--- config.mk ---
export PLATFORM = sky130hd
export DESIGN_NAME = keyed_decimal_field_extractor_flat
export DESIGN_NICKNAME = d
export VERILOG_FILES = /design/src/sv/kdfe_pkg.sv /design/src/sv/kdfe_ifs.sv /design/src/sv/keyed_decimal_field_extractor.sv /design/src/sv/kdfe_in_stage.sv /design/src/sv/kdfe_core.sv /design/src/flat_wrapper.sv
export VERILOG_INCLUDE_DIRS = /design/src /design/src/sv
export SDC_FILE = /design/constraint.sdc
export NUM_CORES = 1
export LEC_CHECK = 0
export BUFFER_PORTS_ARGS = -buffer_cell sky130_fd_sc_hd__clkbuf_2
export CAP_MARGIN = 20
export CORE_ASPECT_RATIO = 1.25
export CORE_MARGIN = 1
export CORE_UTILIZATION = 49
export DETAILED_ROUTE_END_ITERATION = 10
export HOLD_SLACK_MARGIN = 0.08
export MAX_ROUTING_LAYER = met4
export PLACE_DENSITY = 0.72
export SLEW_MARGIN = 10
export SYNTH_ARGS = -nofsm -noshare
export SYNTH_HDL_FRONTEND = slang
export SYNTH_SLANG_ARGS = --single-unit
export TNS_END_PERCENT = 20
--- constraint.sdc ---
create_clock -name i_clk -period 23.8 [get_ports i_clk]
set_clock_uncertainty 0.15 [all_clocks]
set_input_delay 2.38 -clock i_clk [delete_from_list [all_inputs] [get_ports i_clk]]
set_output_delay 2.38 -clock i_clk [all_outputs]
set_load 0.005 [all_outputs]
--- src/sv/keyed_decimal_field_extractor_macros.svh ---
// ---------------------------------------------------------------------------
// Keyed decimal field extractor assertion macros
// Shared concurrent assertion forms, clocked and disabled by a low reset.
// ---------------------------------------------------------------------------
`ifndef KEYED_DECIMAL_FIELD_EXTRACTOR_MACROS_SVH
`define KEYED_DECIMAL_FIELD_EXTRACTOR_MACROS_SVH

// same-cycle implication
`define KDFE_ASSERT_NOW(label, clk, rst_n, ante, cons) \
    label: assert property (@(posedge clk) disable iff (!rst_n) (ante) |-> (cons)) \
        else $error("kdfe check failed");

// next-cycle implication
`define KDFE_ASSERT_NEXT(label, clk, rst_n, ante, cons) \
    label: assert property (@(posedge clk) disable iff (!rst_n) (ante) |=> (cons)) \
        else $error("kdfe check failed");

`endif

--- src/sv/kdfe_pkg.sv ---
// ---------------------------------------------------------------------------
// Keyed decimal field extractor package
// Character codes, status and register codes, and shared payload types.
// ---------------------------------------------------------------------------
`default_nettype none

package kdfe_pkg;

    localparam logic [7:0] CHAR_EQ    = 8'h3D;
    localparam logic [7:0] CHAR_MINUS = 8'h2D;
    localparam logic [7:0] CHAR_0     = 8'h30;
    localparam logic [7:0] CHAR_9     = 8'h39;
    localparam logic [7:0] CHAR_NUL   = 8'h00;
    localparam logic [3:0] RADIX      = 4'd10;

    localparam logic [30:0] ACC_MAX = 31'h7FFF_FFFF;

    localparam logic [1:0] STATUS_OK       = 2'd0;
    localparam logic [1:0] STATUS_NO_NUL   = 2'd1;
    localparam logic [1:0] STATUS_OVERFLOW = 2'd2;

    localparam int CFG_INDEX_W = 2;
    localparam logic [CFG_INDEX_W-1:0] REG_KEY_LENGTH = 2'd0;
    localparam logic [CFG_INDEX_W-1:0] REG_KEY_CHARS  = 2'd1;

    localparam logic [2:0]  KEY_LENGTH_RESET = 3'd2;
    localparam logic [31:0] KEY_CHARS_RESET  = 32'h0000_4443;

    typedef struct packed {
        logic [7:0] text_byte;
        logic       last_byte;
    } t_byte_item;

    typedef struct packed {
        logic [1:0]         status;
        logic               found;
        logic signed [31:0] value;
    } t_result;

    // key character k; positions past the 32-bit word read as zero
    function automatic logic [7:0] key_byte(input logic [31:0] chars, input int k);
        key_byte = 8'(chars >> (8 * k));
    endfunction

endpackage

`default_nettype wire

--- src/sv/kdfe_ifs.sv ---
// ---------------------------------------------------------------------------
// Keyed decimal field extractor interfaces
// Text input, result output and register write channels.
// ---------------------------------------------------------------------------
`default_nettype none

interface kdfe_in_if;
    logic       valid;
    logic       ready;
    logic [7:0] text_byte;
    logic       last_byte;

    modport source (output valid, text_byte, last_byte, input ready);
    modport sink   (input valid, text_byte, last_byte, output ready);
endinterface

interface kdfe_out_if;
    logic               valid;
    logic               ready;
    logic [1:0]         status;
    logic               found;
    logic signed [31:0] value;

    modport source (output valid, status, found, value, input ready);
    modport sink   (input valid, status, found, value, output ready);
endinterface

interface kdfe_cfg_if;
    import kdfe_pkg::*;
    logic                   valid;
    logic                   ready;
    logic [CFG_INDEX_W-1:0] index;
    logic [31:0]            data;

    modport source (output valid, index, data, input ready);
    modport sink   (input valid, index, data, output ready);
endinterface

`default_nettype wire

--- src/sv/keyed_decimal_field_extractor.sv ---
// ---------------------------------------------------------------------------
// Keyed decimal field extractor
// Searches a byte stream for a configured key and returns the signed decimal
// value that follows its last occurrence before the first NUL.
//
//   channel   dir   payload                          result per transaction
//   i_text    in    text_byte[7:0], last_byte        one byte of text
//   i_cfg     in    index[1:0], data[31:0]           register write
//   o_result  out   status[1:0], found, value[31:0]  one per last_byte
//
// One byte a cycle unless a last_byte waits: input register, then window
// compare and x10 accumulate into the text state; the result register loads
// on that same edge, as the core takes the last_byte from the input register.
// A last_byte transaction waits in the input register while an earlier
// result is still untaken; other bytes pass regardless.
// Synchronous reset clears the text state and loads the register defaults.
// ---------------------------------------------------------------------------
`default_nettype none

module keyed_decimal_field_extractor #(
    parameter int MAX_KEY_LENGTH = 4
) (
    input  logic         i_clk,
    input  logic         i_rst_n,
    kdfe_in_if.sink      i_text,
    kdfe_cfg_if.sink     i_cfg,
    kdfe_out_if.source   o_result
);
    import kdfe_pkg::*;

    logic [2:0]  r_key_length, n_key_length;
    logic [31:0] r_key_chars, n_key_chars;

    t_byte_item  in_item;
    t_byte_item  st_item;
    logic        st_valid;
    logic        take;
    t_result     res;
    logic        res_valid;

    assign i_cfg.ready = 1'b1;

    always_comb begin
        n_key_length = r_key_length;
        n_key_chars  = r_key_chars;
        if (i_cfg.valid) begin
            case (i_cfg.index)
                REG_KEY_LENGTH: n_key_length = i_cfg.data[2:0];
                REG_KEY_CHARS:  n_key_chars  = i_cfg.data;
                default: ;
            endcase
        end
    end

    always_ff @(posedge i_clk) begin
        if (!i_rst_n) begin
            r_key_length <= KEY_LENGTH_RESET;
            r_key_chars  <= KEY_CHARS_RESET;
        end else begin
            r_key_length <= n_key_length;
            r_key_chars  <= n_key_chars;
        end
    end

    assign in_item.text_byte = i_text.text_byte;
    assign in_item.last_byte = i_text.last_byte;

    kdfe_in_stage u_in_stage (
        .i_clk        (i_clk),
        .i_rst_n      (i_rst_n),
        .i_valid      (i_text.valid),
        .o_ready      (i_text.ready),
        .i_item       (in_item),
        .o_item_valid (st_valid),
        .o_item       (st_item),
        .i_take       (take)
    );

    kdfe_core #(
        .MAX_KEY_LENGTH (MAX_KEY_LENGTH)
    ) u_core (
        .i_clk        (i_clk),
        .i_rst_n      (i_rst_n),
        .i_item_valid (st_valid),
        .i_item       (st_item),
        .o_take       (take),
        .i_key_length (r_key_length),
        .i_key_chars  (r_key_chars),
        .o_res_valid  (res_valid),
        .o_res        (res),
        .i_res_ready  (o_result.ready)
    );

    assign o_result.valid  = res_valid;
    assign o_result.status = res.status;
    assign o_result.found  = res.found;
    assign o_result.value  = res.value;

endmodule

`default_nettype wire

--- src/sv/kdfe_in_stage.sv ---
// ---------------------------------------------------------------------------
// Keyed decimal field extractor input register
// Holds one text byte transaction until the parser core takes it.
// ---------------------------------------------------------------------------
`default_nettype none

module kdfe_in_stage (
    input  logic                i_clk,
    input  logic                i_rst_n,
    input  logic                i_valid,
    output logic                o_ready,
    input  kdfe_pkg::t_byte_item i_item,
    output logic                o_item_valid,
    output kdfe_pkg::t_byte_item o_item,
    input  logic                i_take
);
    import kdfe_pkg::*;

    logic       r_valid;
    logic       n_valid;
    t_byte_item r_item;

    assign o_ready      = !r_valid || i_take;
    assign o_item_valid = r_valid;
    assign o_item       = r_item;

    always_comb begin
        n_valid = r_valid;
        if (o_ready) begin
            n_valid = i_valid;
        end
    end

    always_ff @(posedge i_clk) begin
        if (!i_rst_n) begin
            r_valid <= 1'b0;
        end else begin
            r_valid <= n_valid;
        end
        if (o_ready && i_valid) begin
            r_item <= i_item;
        end
    end

endmodule

`default_nettype wire

--- src/sv/kdfe_core.sv ---
// ---------------------------------------------------------------------------
// Keyed decimal field extractor parser core
// Key window compare, field parse and decimal accumulate, with the result
// register; one byte a cycle unless a last_byte waits on an untaken result.
// ---------------------------------------------------------------------------
`default_nettype none

`include "keyed_decimal_field_extractor_macros.svh"

module kdfe_core #(
    parameter int MAX_KEY_LENGTH = 4
) (
    input  logic                 i_clk,
    input  logic                 i_rst_n,
    input  logic                 i_item_valid,
    input  kdfe_pkg::t_byte_item i_item,
    output logic                 o_take,
    input  logic [2:0]           i_key_length,
    input  logic [31:0]          i_key_chars,
    output logic                 o_res_valid,
    output kdfe_pkg::t_result    o_res,
    input  logic                 i_res_ready
);
    import kdfe_pkg::*;

    localparam int CW = $clog2(MAX_KEY_LENGTH + 1);
    localparam logic [CW-1:0] MAX_LEN = CW'(MAX_KEY_LENGTH);
    localparam logic [3:0]    MAX_LEN4 = 4'(MAX_KEY_LENGTH);

    typedef enum logic [1:0] {
        PH_SEARCH,
        PH_AFTER_KEY,
        PH_AFTER_EQ,
        PH_DIGITS
    } t_phase;

    logic [MAX_KEY_LENGTH-1:0][7:0] r_recent, n_recent;
    logic [CW-1:0]                  r_bsc, n_bsc;
    t_phase                         r_phase, n_phase;
    logic                           r_neg, n_neg;
    logic [30:0]                    r_acc, n_acc;
    logic                           r_found, n_found;
    logic                           r_term, n_term;
    logic                           r_over, n_over;
    logic                           r_out_valid, n_out_valid;
    t_result                        r_res, n_res;

    logic [MAX_KEY_LENGTH-1:0][7:0] win;
    logic [CW-1:0]                  eff_len;
    logic                           hit;
    logic                           ok;
    logic [7:0]                     b;
    logic                           is_digit;
    logic [3:0]                     digit;
    logic [34:0]                    prod;
    logic                           consumed;
    logic                           take;
    logic                           res_now;

    assign b        = i_item.text_byte;
    assign take     = i_item_valid && (!i_item.last_byte || !r_out_valid || i_res_ready);
    assign res_now  = take && i_item.last_byte;
    assign o_take   = take;
    assign o_res_valid = r_out_valid;
    assign o_res    = r_res;

    always_comb begin
        if (i_key_length == 3'd0) begin
            eff_len = CW'(1);
        end else if ({1'b0, i_key_length} > MAX_LEN4) begin
            eff_len = MAX_LEN;
        end else begin
            eff_len = CW'(i_key_length);
        end
    end

    always_comb begin
        win[0] = b;
        for (int i = 1; i < MAX_KEY_LENGTH; i++) begin
            win[i] = r_recent[i-1];
        end
    end

    // match for each candidate length, then pick the configured one
    always_comb begin
        hit = 1'b0;
        for (int m = 1; m <= MAX_KEY_LENGTH; m++) begin
            ok = 1'b1;
            for (int k = 0; k < m; k++) begin
                ok = ok && (win[m-1-k] == key_byte(i_key_chars, k));
            end
            hit = hit || (ok && (eff_len == CW'(m)));
        end
    end

    assign is_digit = b inside {[CHAR_0:CHAR_9]};
    assign digit    = 4'(b - CHAR_0);
    assign prod     = 35'({r_acc, 3'b000}) + 35'({r_acc, 1'b0}) + 35'(digit);

    always_comb begin
        n_recent = r_recent;
        n_bsc    = r_bsc;
        n_phase  = r_phase;
        n_neg    = r_neg;
        n_acc    = r_acc;
        n_found  = r_found;
        n_term   = r_term;
        n_over   = r_over;
        consumed = 1'b0;
        if (take) begin
            n_recent = win;
            n_term   = r_term || (b == CHAR_NUL);
            if (r_phase != PH_SEARCH) begin
                if (r_phase == PH_AFTER_KEY && b == CHAR_EQ) begin
                    n_phase  = PH_AFTER_EQ;
                    consumed = 1'b1;
                end else if ((r_phase == PH_AFTER_KEY || r_phase == PH_AFTER_EQ)
                             && b == CHAR_MINUS) begin
                    n_neg    = 1'b1;
                    n_phase  = PH_DIGITS;
                    consumed = 1'b1;
                end else if (is_digit) begin
                    consumed = 1'b1;
                    if (prod > 35'(ACC_MAX)) begin
                        n_over  = 1'b1;
                        n_acc   = '0;
                        n_phase = PH_SEARCH;
                        n_bsc   = '0;
                    end else begin
                        n_acc   = prod[30:0];
                        n_phase = PH_DIGITS;
                    end
                end else begin
                    n_phase = PH_SEARCH;
                    n_bsc   = '0;
                end
            end
            if (!consumed) begin
                if (n_bsc != MAX_LEN) begin
                    n_bsc = n_bsc + CW'(1);
                end
                if (!n_term && n_bsc >= eff_len && hit) begin
                    n_found = 1'b1;
                    n_acc   = '0;
                    n_neg   = 1'b0;
                    n_phase = PH_AFTER_KEY;
                    n_bsc   = '0;
                end
            end
        end

        n_res = r_res;
        if (res_now) begin
            if (!n_term) begin
                n_res.status = STATUS_NO_NUL;
            end else if (n_over) begin
                n_res.status = STATUS_OVERFLOW;
            end else begin
                n_res.status = STATUS_OK;
            end
            n_res.found = n_term && !n_over && n_found;
            if (n_res.found) begin
                n_res.value = n_neg ? $signed(32'd0 - {1'b0, n_acc}) : $signed({1'b0, n_acc});
            end else begin
                n_res.value = '0;
            end
            // text state starts over for the next text
            n_recent = '0;
            n_bsc    = '0;
            n_phase  = PH_SEARCH;
            n_neg    = 1'b0;
            n_acc    = '0;
            n_found  = 1'b0;
            n_term   = 1'b0;
            n_over   = 1'b0;
        end
        n_out_valid = res_now || (r_out_valid && !i_res_ready);
    end

    always_ff @(posedge i_clk) begin
        if (!i_rst_n) begin
            r_recent    <= '0;
            r_bsc       <= '0;
            r_phase     <= PH_SEARCH;
            r_neg       <= 1'b0;
            r_acc       <= '0;
            r_found     <= 1'b0;
            r_term      <= 1'b0;
            r_over      <= 1'b0;
            r_out_valid <= 1'b0;
        end else begin
            r_recent    <= n_recent;
            r_bsc       <= n_bsc;
            r_phase     <= n_phase;
            r_neg       <= n_neg;
            r_acc       <= n_acc;
            r_found     <= n_found;
            r_term      <= n_term;
            r_over      <= n_over;
            r_out_valid <= n_out_valid;
        end
        r_res <= n_res;
    end

    `KDFE_ASSERT_NOW(a_fail_no_value, i_clk, i_rst_n, r_out_valid && r_res.status != STATUS_OK, !r_res.found && r_res.value == 32'sd0)
    `KDFE_ASSERT_NOW(a_value_in_range, i_clk, i_rst_n, r_out_valid && r_res.found, r_res.value != 32'sh8000_0000)
    `KDFE_ASSERT_NEXT(a_clear_after_last, i_clk, i_rst_n, res_now, r_phase == PH_SEARCH && !r_found && !r_term && !r_over)
    `KDFE_ASSERT_NOW(a_bsc_bound, i_clk, i_rst_n, 1'b1, r_bsc <= MAX_LEN)

endmodule

`default_nettype wire
--- src/flat_wrapper.sv ---
// flat-port wrapper written by rule: the top's interface ports become plain ports
module keyed_decimal_field_extractor_flat import kdfe_pkg::*;
#(
    parameter int MAX_KEY_LENGTH = 4
)
  (i_clk, i_rst_n, i_text_valid, i_text_text_byte, i_text_last_byte, i_text_ready, i_cfg_valid, i_cfg_index, i_cfg_data, i_cfg_ready, o_result_valid, o_result_status, o_result_found, o_result_value, o_result_ready);
  kdfe_in_if i_text_i ();
  kdfe_cfg_if i_cfg_i ();
  kdfe_out_if o_result_i ();
  input  logic i_clk;
  input  logic i_rst_n;
  input wire logic [$bits(i_text_i.valid)-1:0] i_text_valid;
  input wire logic [$bits(i_text_i.text_byte)-1:0] i_text_text_byte;
  input wire logic [$bits(i_text_i.last_byte)-1:0] i_text_last_byte;
  output wire logic [$bits(i_text_i.ready)-1:0] i_text_ready;
  input wire logic [$bits(i_cfg_i.valid)-1:0] i_cfg_valid;
  input wire logic [$bits(i_cfg_i.index)-1:0] i_cfg_index;
  input wire logic [$bits(i_cfg_i.data)-1:0] i_cfg_data;
  output wire logic [$bits(i_cfg_i.ready)-1:0] i_cfg_ready;
  output wire logic [$bits(o_result_i.valid)-1:0] o_result_valid;
  output wire logic [$bits(o_result_i.status)-1:0] o_result_status;
  output wire logic [$bits(o_result_i.found)-1:0] o_result_found;
  output wire logic [$bits(o_result_i.value)-1:0] o_result_value;
  input wire logic [$bits(o_result_i.ready)-1:0] o_result_ready;
  assign i_text_i.valid = i_text_valid;
  assign i_text_i.text_byte = i_text_text_byte;
  assign i_text_i.last_byte = i_text_last_byte;
  assign i_text_ready = i_text_i.ready;
  assign i_cfg_i.valid = i_cfg_valid;
  assign i_cfg_i.index = i_cfg_index;
  assign i_cfg_i.data = i_cfg_data;
  assign i_cfg_ready = i_cfg_i.ready;
  assign o_result_valid = o_result_i.valid;
  assign o_result_status = o_result_i.status;
  assign o_result_found = o_result_i.found;
  assign o_result_value = o_result_i.value;
  assign o_result_i.ready = o_result_ready;
  keyed_decimal_field_extractor #(.MAX_KEY_LENGTH(MAX_KEY_LENGTH)) u_core (.i_clk(i_clk), .i_rst_n(i_rst_n), .i_text(i_text_i), .i_cfg(i_cfg_i), .o_result(o_result_i));
endmodule
Word-level counts from Yosys, hierarchy flattened. Cells that the tools add are included.

Shifts and indexed selects: 0. Muxes and demuxes: 51. Divide/modulo/power cells: 0. Eq/ne operators: 20. Bitwise operators: 1. Reductions and logical operators: 44. $add $sub $neg: 5. $mul: 0. Order comparisons: 5.

Operators by type and width (count): 31-bit 2-to-1 mux (9); 8-bit equality test (10); 3-bit 2-to-1 mux (13); 34-bit by 32-bit adder with 35-bit output (1); 35-bit by 4-bit adder with 35-bit output (1); 35-bit by 31-bit > comparator with 1-bit output, second input constant (1); 1-bit by 31-bit subtractor with 32-bit output, first input constant (1); 1-bit logical AND (21); 1-bit 2-to-1 mux (21); 8-bit by 6-bit equality test with 1-bit output, second input constant (2); 2-bit 2-to-1 mux (8); 1-bit logical OR (9); 8-bit by 6-bit greater-or-equal comparator with 1-bit output, second input constant (1); 8-bit by 6-bit <= comparator with 1-bit output, second input constant (1); 8-bit zero test (1); 3-bit by 2-bit equality test with 1-bit output, second input constant (2); 1-bit zero test (6); 2-bit AND reduction (3); 2-bit by 1-bit equality test with 1-bit output, second input constant (2); 4-bit by 1-bit subtractor with 4-bit output, second input constant (1); 3-bit by 1-bit adder with 3-bit output, second input constant (1); 3-bit by 1-bit equality test with 1-bit output, second input constant (1); 3-bit equality test, second input constant (1); 3-bit greater-or-equal comparator (1); other kinds (8) (8).

Flip-flop bits (word level): 145. Memories kept: 0. Output and inout port bits: 38. Logic and storage cells: 146. Memory bits (read-only): 0. Latch bits: 0. Memory bits (writable): 0. Input bits: 48.

Longest topological paths before layout. Gate-level depths: netlist of the first run.

Word-level depth: 21. Gate-level depth with buffers: 36.

Modules after synthesis. A second synthesis of the first run with hierarchy kept.

Cells, all modules: 1186. Area total of the unflattened synthesis: 10303.6 um^2.

By module, submodules not included: kdfe_core (cells an instance 1019, sequential area each 2352.3 um^2, instances 1, area an instance 8550.7 um^2); keyed_decimal_field_extractor (cells an instance 153, sequential area each 700.7 um^2, instances 1, area an instance 1425.1 um^2); kdfe_in_stage (cells an instance 14, sequential area each 290.3 um^2, instances 1, area an instance 327.8 um^2).

Worst setup path before layout of the first run. No wires, ideal clock.

Path kind: flip-flop to flip-flop. Start point: reg u_core.u_in_stage.r_item (netlist bit u_core.u_in_stage.o_item[4]). End point: reg u_core.u_core.r_res (netlist bit u_core.u_core.o_res[24]) (data pin). Path buffers: 2. Arrival: 7472 ps. Setup time: 260 ps. Cell stages (with the launch flop): 37. Path slack: 15918 ps. Cells stage by stage: edfxtp_1 buf_2 inv_1 fa_1 inv_1 ha_1 a21oi_1 nand4b_1 a211o_1 a211o_1 a21boi_1 o211a_4 nand2_1 o211ai_1 and2_1 inv_1 ha_1 and2_1 nand2_1 mux2_2 ha_1 o21ai_0 a21oi_1 o21ai_0 a31oi_2 a21oi_1 buf_2 nand2_1 o21a_1 ha_1 o21ai_0 a31oi_1 o211ai_1 a2111oi_4 nand4_4 o21ai_1 mux2_2.

Word-level cells in the longest chain between the ends: 21. Elaborated cells on any way between the ends: 75. Classes of those cells: add/sub: 4; order compare: 4; eq/ne: 7; mux: 39; reduce/logical: 21.

Ends and longest elaborated chain: start, declared (RTL line kdfe_in_stage.sv:21) `t_byte_item r_item;`; start signal, assigned (RTL line kdfe_in_stage.sv:41) `r_item <= i_item;`; 4-bit by 1-bit subtractor with 4-bit output (RTL line kdfe_core.sv:97) `assign digit = 4'(b - CHAR_0);`; 35-bit by 4-bit adder with 35-bit output (RTL line kdfe_core.sv:98) `assign prod = 35'({r_acc, 3'b000}) + 35'({r_acc, 1'b0}) + 35'(digit);`; 35-bit by 31-bit > comparator with 1-bit output (RTL line kdfe_core.sv:124) `if (prod > 35'(ACC_MAX)) begin`; 3-bit 2-to-1 mux (RTL line kdfe_core.sv:124); 3-bit 2-to-1 mux (RTL line kdfe_core.sv:122) `end else if (is_digit) begin`; 3-bit 2-to-1 mux (RTL line kdfe_core.sv:117) `end else if ((r_phase == PH_AFTER_KEY || r_phase == PH_AFTER_EQ)`; 3-bit 2-to-1 mux (RTL line kdfe_core.sv:114) `if (r_phase == PH_AFTER_KEY && b == CHAR_EQ) begin`; 3-bit 2-to-1 mux (RTL line kdfe_core.sv:113) `if (r_phase != PH_SEARCH) begin`; (+4 left out); 3-bit 2-to-1 mux (RTL line kdfe_core.sv:110) `if (take) begin`; 3-bit greater-or-equal comparator (RTL line kdfe_core.sv:142) `if (!n_term && n_bsc >= eff_len && hit) begin`; 1-bit logical AND (2 in a row) (RTL line kdfe_core.sv:142); 31-bit 2-to-1 mux (RTL line kdfe_core.sv:142); 31-bit 2-to-1 mux (RTL line kdfe_core.sv:138) `if (!consumed) begin`; 31-bit 2-to-1 mux (RTL line kdfe_core.sv:110); 1-bit by 31-bit subtractor with 32-bit output (RTL line kdfe_core.sv:163) `n_res.value = n_neg ? $signed(32'd0 - {1'b0, n_acc}) : $signed({1'b0, n_acc});`; 31-bit 2-to-1 mux (RTL line kdfe_core.sv:163); end signal, assigned (RTL line kdfe_core.sv:202) `r_res <= n_res;`; end, declared (RTL line kdfe_core.sv:46) `t_result r_res, n_res;`.

Several ways; a longest one is shown, not always the timed one. The select of a mux whose other input is x is not followed. A chain may end at the register's enable or synchronous reset.

Final worst setup path of the first run. Ends and elaborated chain as after synthesis.

==> results.md, run 1 <==
- The worst vdd rail ir drop is 0.0000521 V.
- The total count of hold-check failures in the final report is 0.
- The footprint of the multi-input gates is 6220 um^2.
- STA puts the critical path data required time at 23.84 ns.
- The number of nets in the synthesized netlist is 1302.
- The number of pins exceeding their max-slew limit in the final report came to 0.
- Derived from the worst setup path, the maximum achievable clock frequency is 109 MHz.
- STA classifies the critical path startpoint as a flop.
- For this run, the post-layout net count is 1343.
- After detailed routing, the number of remaining DRC violations is 0.
- The leftover overflow at the end of global routing is 0.
- The total track usage is 29.2%.
- The worst setup path is of the reg -> reg kind.
- The CTS sink count is 145.
- The antenna violation net count after detailed routing is 0.
- After floorplanning, the core was sized to cover roughly 20000 um^2.
- Power spread over the standard cell area amounts to 52.4 nW/um^2.
- For this run, the leading register cell type out of synthesis is dfxtp_1.
- The cell sitting at the root of the clock tree is a clkbuf_16.
- The die extent in y is 162 um.
- In this run, synthesis produced a sequential element count of roughly 150.
- Yosys mapped a number of flops with a built-in enable equal to 44.
- The most common cell after layout, fill and taps aside is nand2_1.
- Summing all flip-flop and latch instances after layout gives 3340 um^2.
- The first detailed-routing pass took 5 iterations.
- The measured slew at the worst slew-check pin is 1.06 ns.
- The die outline area is between 20000 and 25000 um^2.
- Entering global routing, the biggest net connects 65 pins.
- Power comes to 0.000584 W.
- In this run the tightest slew margin relative to its limit is 29.3%.
- The worst path setup slack after routing is 14.64 ns.
- The tool flagged a number of max-cap violations equal to 0.
- TritonCTS built the clock tree.
- The area growth from synthesis to layout is 11.5%.
- The number of standard cells after synthesis is 1183.
- The number of H-tree branching levels is 4.
- The top cell type by total area after synthesis is dfxtp_1.
- The min-delay analysis places its worst path in the category reg -> reg.
- From left edge to right edge, the die measures 130 um.
- The buffer depth of the longest clock path is 2.
- The worst setup path is captured at a flop.
- The number of antenna violations at the first check in global routing is 0.
- The share of flip-flops with an asynchronous set or reset after synthesis is 0%.
- The total wire length is 28200 um.
- The initial core utilization is 49.8%.
- The latest clock arrival within the worst-skew pair is about 0.44 ns.
- The number of clock buffers added by TritonCTS is 17.
- The routability congestion estimate from global placement is about 0.94.
- Dividing the detail-routed wire length by the instance count gives 18.7 um.
- After synthesis, the cell types taking the most area are dfxtp_1 20%, edfxtp_1 13%, ha_1 8.6%.
- The first-pass GRT wire length is 45300 um.
- The post-CTS resize count is 0.
- The share of post-route cells with drive strength above 1 is 13.4%.
- On the critical path, the stage with the largest delay is an instance of a2111oi_4.
- The top cell types in the final layout, fill and taps aside, are 165 x nand2_1, 109 x nor2_1, 101 x dfxtp_1, 84 x clkbuf_2, 83 x xnor2_1.
- The detailed router's first-iteration violation count is roughly 540.
- The number of distinct library cell variants in the gate-level netlist after synthesis is 95.
- Summed over all cells, the static leakage comes to approximately 4.4 nW.
- In the finished design, the share of the clock period the worst path needs comes to 38.5%.
- The via count of the first global-routing pass is 8603.
- The clock-pin slew reported for the worst setup and hold paths after clock tree synthesis is 0.07 ns.
- After legalization and detailed placement, the total HPWL measured 21600 um.
- The number of vias per cell is 5.88.
- The cell area that synthesis handed to floorplanning was 9980 um^2.
- The number of fillers in the final layout is 1892.
- Setup repair after global routing left no endpoint under its margin.
- The delay contributed by the slowest stage of the critical path is ~0.65 ns.
- The detailed-route via count is 8857.
- For this run, the register share of the synthesized area comes to roughly 33%.
- The number of diodes is 0.
- The run finished with clean final reports.
- The sum of negative setup slack is 0 ns.
- After clock tree synthesis, the setup repair step added 0 buffers.
- The worst slack at placement is 14.76 ns.
- The top fanout value on the critical path is 38.
- The count of hold buffers inserted by post-cts repair is 0.
- Row generation in the floorplan step produced 58 rows.
- Buffers placed on the I/O ports in this run total 84.
- The mean instance size in the synthesized netlist is 8.44 um^2.
- Measured on the finished design, the core utilization comes to 55.6%.
- The minimum period implied by the final worst setup slack is 9.16 ns.
- The data arrival time of the critical path is 9.20 ns.
- The proportion of netlist area held by the largest area contributor is between 20% and 30%.
- In this run the count of I/O pins placed on the die edge is 86.
- The total of endpoints with negative setup slack in the final report is 0.
- The critical path's most frequent cell is ha_1.
- The Yosys step of the flow raised 0 warnings.
worst paths after layout:
| check | start | to | slack [ns] | depth (start not counted) |
|---|---|---|---|---|
| setup / recovery | u_core.u_in_stage.o_item[4] | u_core.u_core.o_res[24] | 14.64 | 35 |
| hold / removal | u_core.u_core.r_recent[17] | u_core.u_core.r_recent[17] | 0.32 | 2 |
| setup reg to reg | u_core.u_in_stage.o_item[4] | u_core.u_core.o_res[24] | 14.64 | 35 |
| hold reg to reg | u_core.u_core.r_recent[17] | u_core.u_core.r_recent[17] | 0.32 | 2 |
routing by layer:
layer  vias to the layer above  GRT usage (%)  part of all wire, %
li1                       4310              -                    -
met1                      4155           30.3                   38
met2                       278           50.6                   52
met3                       114           3.94                  3.5
met4                         0           20.0                  7.0
met5                         -              -                    0
power breakdown:
part | switching, W | leakage (nW) | internal (W)
Sequential | 0.00000886 | 1.24 | 0.000260
Combinational | 0.0000208 | 2.89 | 0.0000167
Clock | 0.000122 | 0.303 | 0.000156
Total | 0.000151 | 4.43 | 0.000432
per-stage QoR:
step / area (um^2) / cells / hold slack [ns]
final: 11100 / 1507 / 0.316
after global routing: 11100 / 1507 / 0.337
after CTS: 11100 / 1506 / 0.318
after detailed placement: 10500 / 1474 / 0.309
after global placement: 10500 / 1474 / 0.300
after floorplan: 9980 / 1183 / 0.289
synth_stat cells, types with 10 or more instances:
| cell | number |
|---|---|
| a22oi_1 | 19 |
| dfxtp_1 | 101 |
| nor3_1 | 25 |
| nor2_1 | 109 |
| and2_1 | 11 |
| inv_1 | 32 |
| clkbuf_1 | 45 |
| ha_1 | 69 |
| o211ai_1 | 10 |
| a21boi_0 | 28 |
| a211oi_1 | 10 |
| buf_2 | 14 |
| o21ai_0 | 35 |
| edfxtp_1 | 44 |
| a21oi_1 | 65 |
| nor4_1 | 14 |
| and3_1 | 11 |
| xor2_1 | 39 |
| nor2b_1 | 15 |
| a31oi_1 | 21 |
| nand2_1 | 165 |
| nand4_1 | 19 |
| a21o_1 | 11 |
| nand2b_1 | 16 |
| xnor2_1 | 83 |
| nand3_1 | 22 |
worst max-delay path, delay by kind of cell (launching register included):
kind	cells	cell delay [ns]
and+or+nand+nor	7	1.35
AOI/OAI and AO/OA	17	4.08
muxes	2	0.70
buffers and inverters	4	0.52
adders and majority gates	5	1.52
DFF	1	0.58
cell type report:
cell class                      count  area share (%)
Clock buffer                       18            4.05
Timing Repair Buffer               93            4.45
Clock inverter                     14            1.43
Sequential cell                   145            30.0
Multi-Input combinational cell    934            55.9
Tap cell                          270            3.03
Inverter                           33            1.11
state kept, by name, summed over array words and instances, names as in the netlist, 2 cells and up:
signal                    cells
u_core.u_core.o_res          35
u_core.r_key_chars           32
u_core.u_core.r_acc          31
u_core.u_core.r_recent       24
u_core.u_in_stage.o_item      9
u_core.r_key_length           3
u_core.u_core.r_bsc           3
u_core.u_core.r_phase         2
logic make-up (layout without fill, tap and decap cells):
group | count (synthesis) | count (layout) | synth area share [%]
compound gates | 288 | 288 | 20.4
xor+xnor | 122 | 122 | 10.7
fa+ha+maj | 71 | 71 | 9.05
buf+inv | 104 | 158 | 4.32
flops | 145 | 145 | 33.5
mux | 6 | 6 | 0.627
other cells | 1 | 1 | 0.0376
simple gates | 446 | 446 | 21.3
No activity file was read; power rests on OpenSTA's default activity.
==> run 2, diff against run 1 <==
- ABC_AREA: unset -> 1
- PLACE_DENSITY: 0.72 -> 0.71
- clock period: 23.8 -> 9.52 ns (I/O delays scaled with it)
==> run 2 against run 1 <==
Core utilization down 0.59 points; combinational power rose to 4.6 times the previous value; final area is 10% higher; cell count is 36% higher; wire length grew 24%; register-to-register slack got worse by 12 ns; largest cell class unchanged; largest power group unchanged.
==> results.md, run 2 <==
- The maximum clock frequency is 140 MHz (+28%).
- The measured slew at the worst slew-check pin was 1.02 ns (-0.0357 ns).
- The count of port buffers added during placement is 84 (unchanged).
- The top fanout value on the critical path is 32 (-16%).
- The worst vdd rail ir drop is 0.000119 V (+130%).
- The number of pins exceeding their max-slew limit in the final report is 0 (unchanged).
- The minimum period implied by the final worst setup slack came to 7.13 ns (-2.02 ns).
- The antenna violation net count after detailed routing was 0 (unchanged).
- The clock network fraction of design power came to 45.2% (-2.4 points).
- The initial core utilization is 49.9% (+0.050 points).
- Sorting the synthesized cells by how often they occur yields 491 x nand2_1, 208 x nor2_1, 196 x inv_1.
- The latest clock arrival within the worst-skew pair was 0.43 ns (about the same).
- The proportion of netlist area held by the largest area contributor is 18.2% (-2.1 points).
- The number of distinct library cell variants in the gate-level netlist after synthesis is 57 (-40%).
- The detailed-route via count is 11200 (+26%).
- The met3 track utilization from global routing is 3.96% (+0.020 points).
- The half-perimeter wire length after detailed placement is 27400 um (+27%).
- The proportion of power drawn by combinational gates is 11.1% (+4.7 points).
- Setup repair after global routing left no endpoint under its margin.
- The horizontal die dimension came to 137 um (+5.5%).
- The overall power after layout is 0.00155 W (+170%).
- The delay contributed by the slowest stage of the critical path was 0.85 ns (+0.20 ns).
- The top cell types in the final layout, fill and taps aside, are 490 x nand2_1, 208 x nor2_1, 196 x inv_1, 129 x a21oi_1, 101 x dfxtp_1.
- The number of H-tree branching levels is 4 (unchanged).
- The root buffer cell is clkbuf_16.
- The area growth from synthesis to layout is 10.2%.
- The sequential element share of the synthesized area came to 30.1% (-3.4 points).
- The total DRC errors in the routed layout was 0 (unchanged).
- The final net count came to 1876 (+40%).
- The mean instance size in the synthesized netlist is 6.55 um^2 (-22%).
- The total count of hold-check failures in the final report is 0 (unchanged).
- The routability congestion estimate from global placement was 1.02 (+9.3%).
- The worst slack at placement is 2.51 ns (-12.25 ns).
- The origin of the worst setup path is u_core.u_in_stage.o_item[4].
- The CTS sink count is 145 (unchanged).
- The post-CTS resize count is 0 (unchanged).
- The total of endpoints with negative setup slack in the final report came to 0 (unchanged).
- The data arrival time of the critical path is 7.17 ns (-2.03 ns).
- The critical path endpoint category is a flop.
- The depth of the worst register-to-register path was 39 (+11%).
- The filler-free cell count of the finished design is 2054 (+36%).
- The required time at the endpoint of the critical path was 9.55 ns (-14.29 ns).
- The critical path's most frequent cell is nand2_1.
- The average wire length per cell after detail routing is 17.0 um (-9.0%).
- The run finished with clean final reports.
- The relative slew slack is 31.7% (+2.5 points).
- The buffer depth of the longest clock path is 2 (unchanged).
- TritonCTS built the clock tree.
- Yosys attributes the largest share of cell area to dfxtp_1 18%, nand2_1 17%, edfxtp_1 12%.
- The top-level port count came to 86 (unchanged).
- The leakage power is 6.07 nW (+37%).
- The clock-pin slew reported for the worst setup and hold paths after clock tree synthesis is 0.07 ns (about the same).
- The internal portion of total power is 0.00111 W (+160%).
- STA classifies the critical path startpoint as a flop.
- In this run the worst setup path terminates at u_core.u_core.o_res[28].
- The max-cap violation count is 0 (unchanged).
- The via count of the first global-routing pass is 10800 (+26%).
- The post-synthesis register bit count is 145 (unchanged).
- The share of total power consumed by net switching came to 28.8% (+2.9 points).
- The met2 usage is 58.8% (+8.1 points).
- The synthesized net count is 1817 (+40%).
- The Yosys warning count is 0 (unchanged).
- The total track usage is 32.1% (+2.8 points).
- The share of flip-flops with an asynchronous set or reset after synthesis is 0% (unchanged).
- The leftover overflow at the end of global routing was 0 (unchanged).
- The number of vias per cell was 5.43 (-7.5%).
- The most crowded layer after global routing is met2.
- The final clock period utilization by the worst path is 74.9% (+36 points).
- The number of antenna violations at the first check in global routing is 1 (+1).
- The share of post-route cells with drive strength above 1 was 13.1% (-0.37 points).
- The die extent in y is 170 um (+5.5%).
- Leaving out fill and tap cells, the most frequent cell in the layout is nand2_1.
- The die outline area is 23300 um^2 (+11%).
- The number of placement rows came to 61 (+5.2%).
- The total clock buffers created by CTS is 17 (unchanged).
- The detailed router's first-iteration violation count came to 865 (+60%).
- The area of the placeable core is 22300 um^2 (+11%).
- The total wire length is 35000 um (+24%).
- Among all flip-flop cells after synthesis, the most frequent one is dfxtp_1.
- The number of cells in the design after placement is 2020 (+37%).
- The sum of negative setup slack is 0 ns (unchanged).
- The net switching power figure was 0.000447 W (+200%).
- The count of TritonRoute iterations in the first routing pass is 6 (+1).
- Summed over all instances, the cell type with the most area after synthesis is dfxtp_1.
- The met1 track demand over resource in global routing is 31.2% (+0.87 points).
- The number of synthesized flops with an enable pin is 44 (unchanged).
- The number of flip-flops in the largest register is 35 (unchanged).
- The critical-path cell with the highest stage delay is inv_1.
- The type of the worst min-delay path is reg -> reg.
- The synthesized cell area came to 11100 um^2 (+11%).
- The post-CTS setup buffer count was 0 (unchanged).
- The count of hold buffers inserted by post-cts repair is 0 (unchanged).
- The worst register-to-register path begins at u_core.u_in_stage.o_item[4].
- The power per unit of standard cell area is 127 nW/um^2 (+140%).
- The number of standard cells after synthesis is 1698 (+44%).
- The portion of total power attributed to sequential cells was 43.6% (-2.4 points).
- The leading cell type by number of instances after synthesis is nand2_1.
- The critical path in this run is classified as reg -> reg.
- The register-to-register setup slack came to 2.39 ns (-12.26 ns).
- The worst register-to-register path ends at u_core.u_core.o_res[28].
- The first-pass GRT wire length was 55100 um (+22%).
- The pin count of the biggest net entering global routing is 63 (-3.1%).
- The worst path setup slack after routing is 2.39 ns (-12.26 ns).
run 2: changes by cell type after synthesis, sizes merged, moves of 49 or more:
cell and change:
nand2 +353, inv +190, nor2 +119, a21oi +77, xnor2 -68, o21ai +49
run 2: layer usage:
layer | vias up | part of all wire (%)
met1 | 5027 | 36
met3 | 136 | 4.3
met2 | 402 | 52
met4 | 0 | 6.9
met5 | - | 0
li1 | 5598 | -
run 2: worst min-delay path by stage:
stage	startpoint	to	slack, ns	depth (start not counted)
after floorplan	u_core.u_core.r_over	u_core.u_core.r_over	0.28	2
after global placement	u_core.u_core.r_found	u_core.u_core.r_found	0.29	2
after detailed placement	u_core.u_core.r_found	u_core.u_core.r_found	0.30	2
after CTS	u_core.u_core.r_found	u_core.u_core.r_found	0.31	2
after global routing	u_core.u_core.r_found	u_core.u_core.r_found	0.35	2
final	u_core.u_core.r_found	u_core.u_core.r_found	0.31	2
run 2: critical path, delay by kind of cell (launching register included):
family | cells | cell delay [ns]
adder cells (fa/ha/maj) | 4 | 1.28
buffers and inverters | 7 | 1.33
flip-flops | 1 | 0.51
AO/OA/AOI/OAI | 5 | 0.89
AND/OR/NAND/NOR | 23 | 2.69
run 2: cell families after synthesis:
group / after synthesis / share of synthesized area, %
xor gates and xnor gates: 37 / 2.91
adders and majority gates: 71 / 8.13
and+or+nand+nor: 891 / 34.2
buffers and inverters: 275 / 10.3
other: 1 / 0.0337
AOI/OAI and AO/OA: 278 / 14.3
DFF: 145 / 30.1
run 2: final cells by class:
cell class | count | area [um^2]
diodes | 1 | 2.50
clock buffers | 18 | 429
clock inverters | 14 | 166
fillers | 2269 | 10000
inverters | 223 | 845
multi-input cells | 1278 | 6630
flip-flops and latches | 145 | 3340
well taps | 283 | 354
repair buffers | 92 | 488
run 2: through the flow:
stage                     util (%)  cell area [um^2]  hold WS, ns
after detailed placement      52.2             11600        0.301
after global placement        52.2             11600        0.294
after CTS                     54.9             12200        0.312
after floorplan                  -             11100        0.285
final                         55.0             12300        0.312
after global routing          55.0             12300        0.349
run 2: power by group through the flow:
stage	Sequential (W)	Combinational [W]	Clock, W
global route	0.000679	0.000194	0.000733
CTS	0.000677	0.000171	0.000708
finish	0.000678	0.000173	0.000703
global placement	0.000691	0.000169	0
floorplan	0.000678	0.000126	0
detailed placement	0.000691	0.000171	0
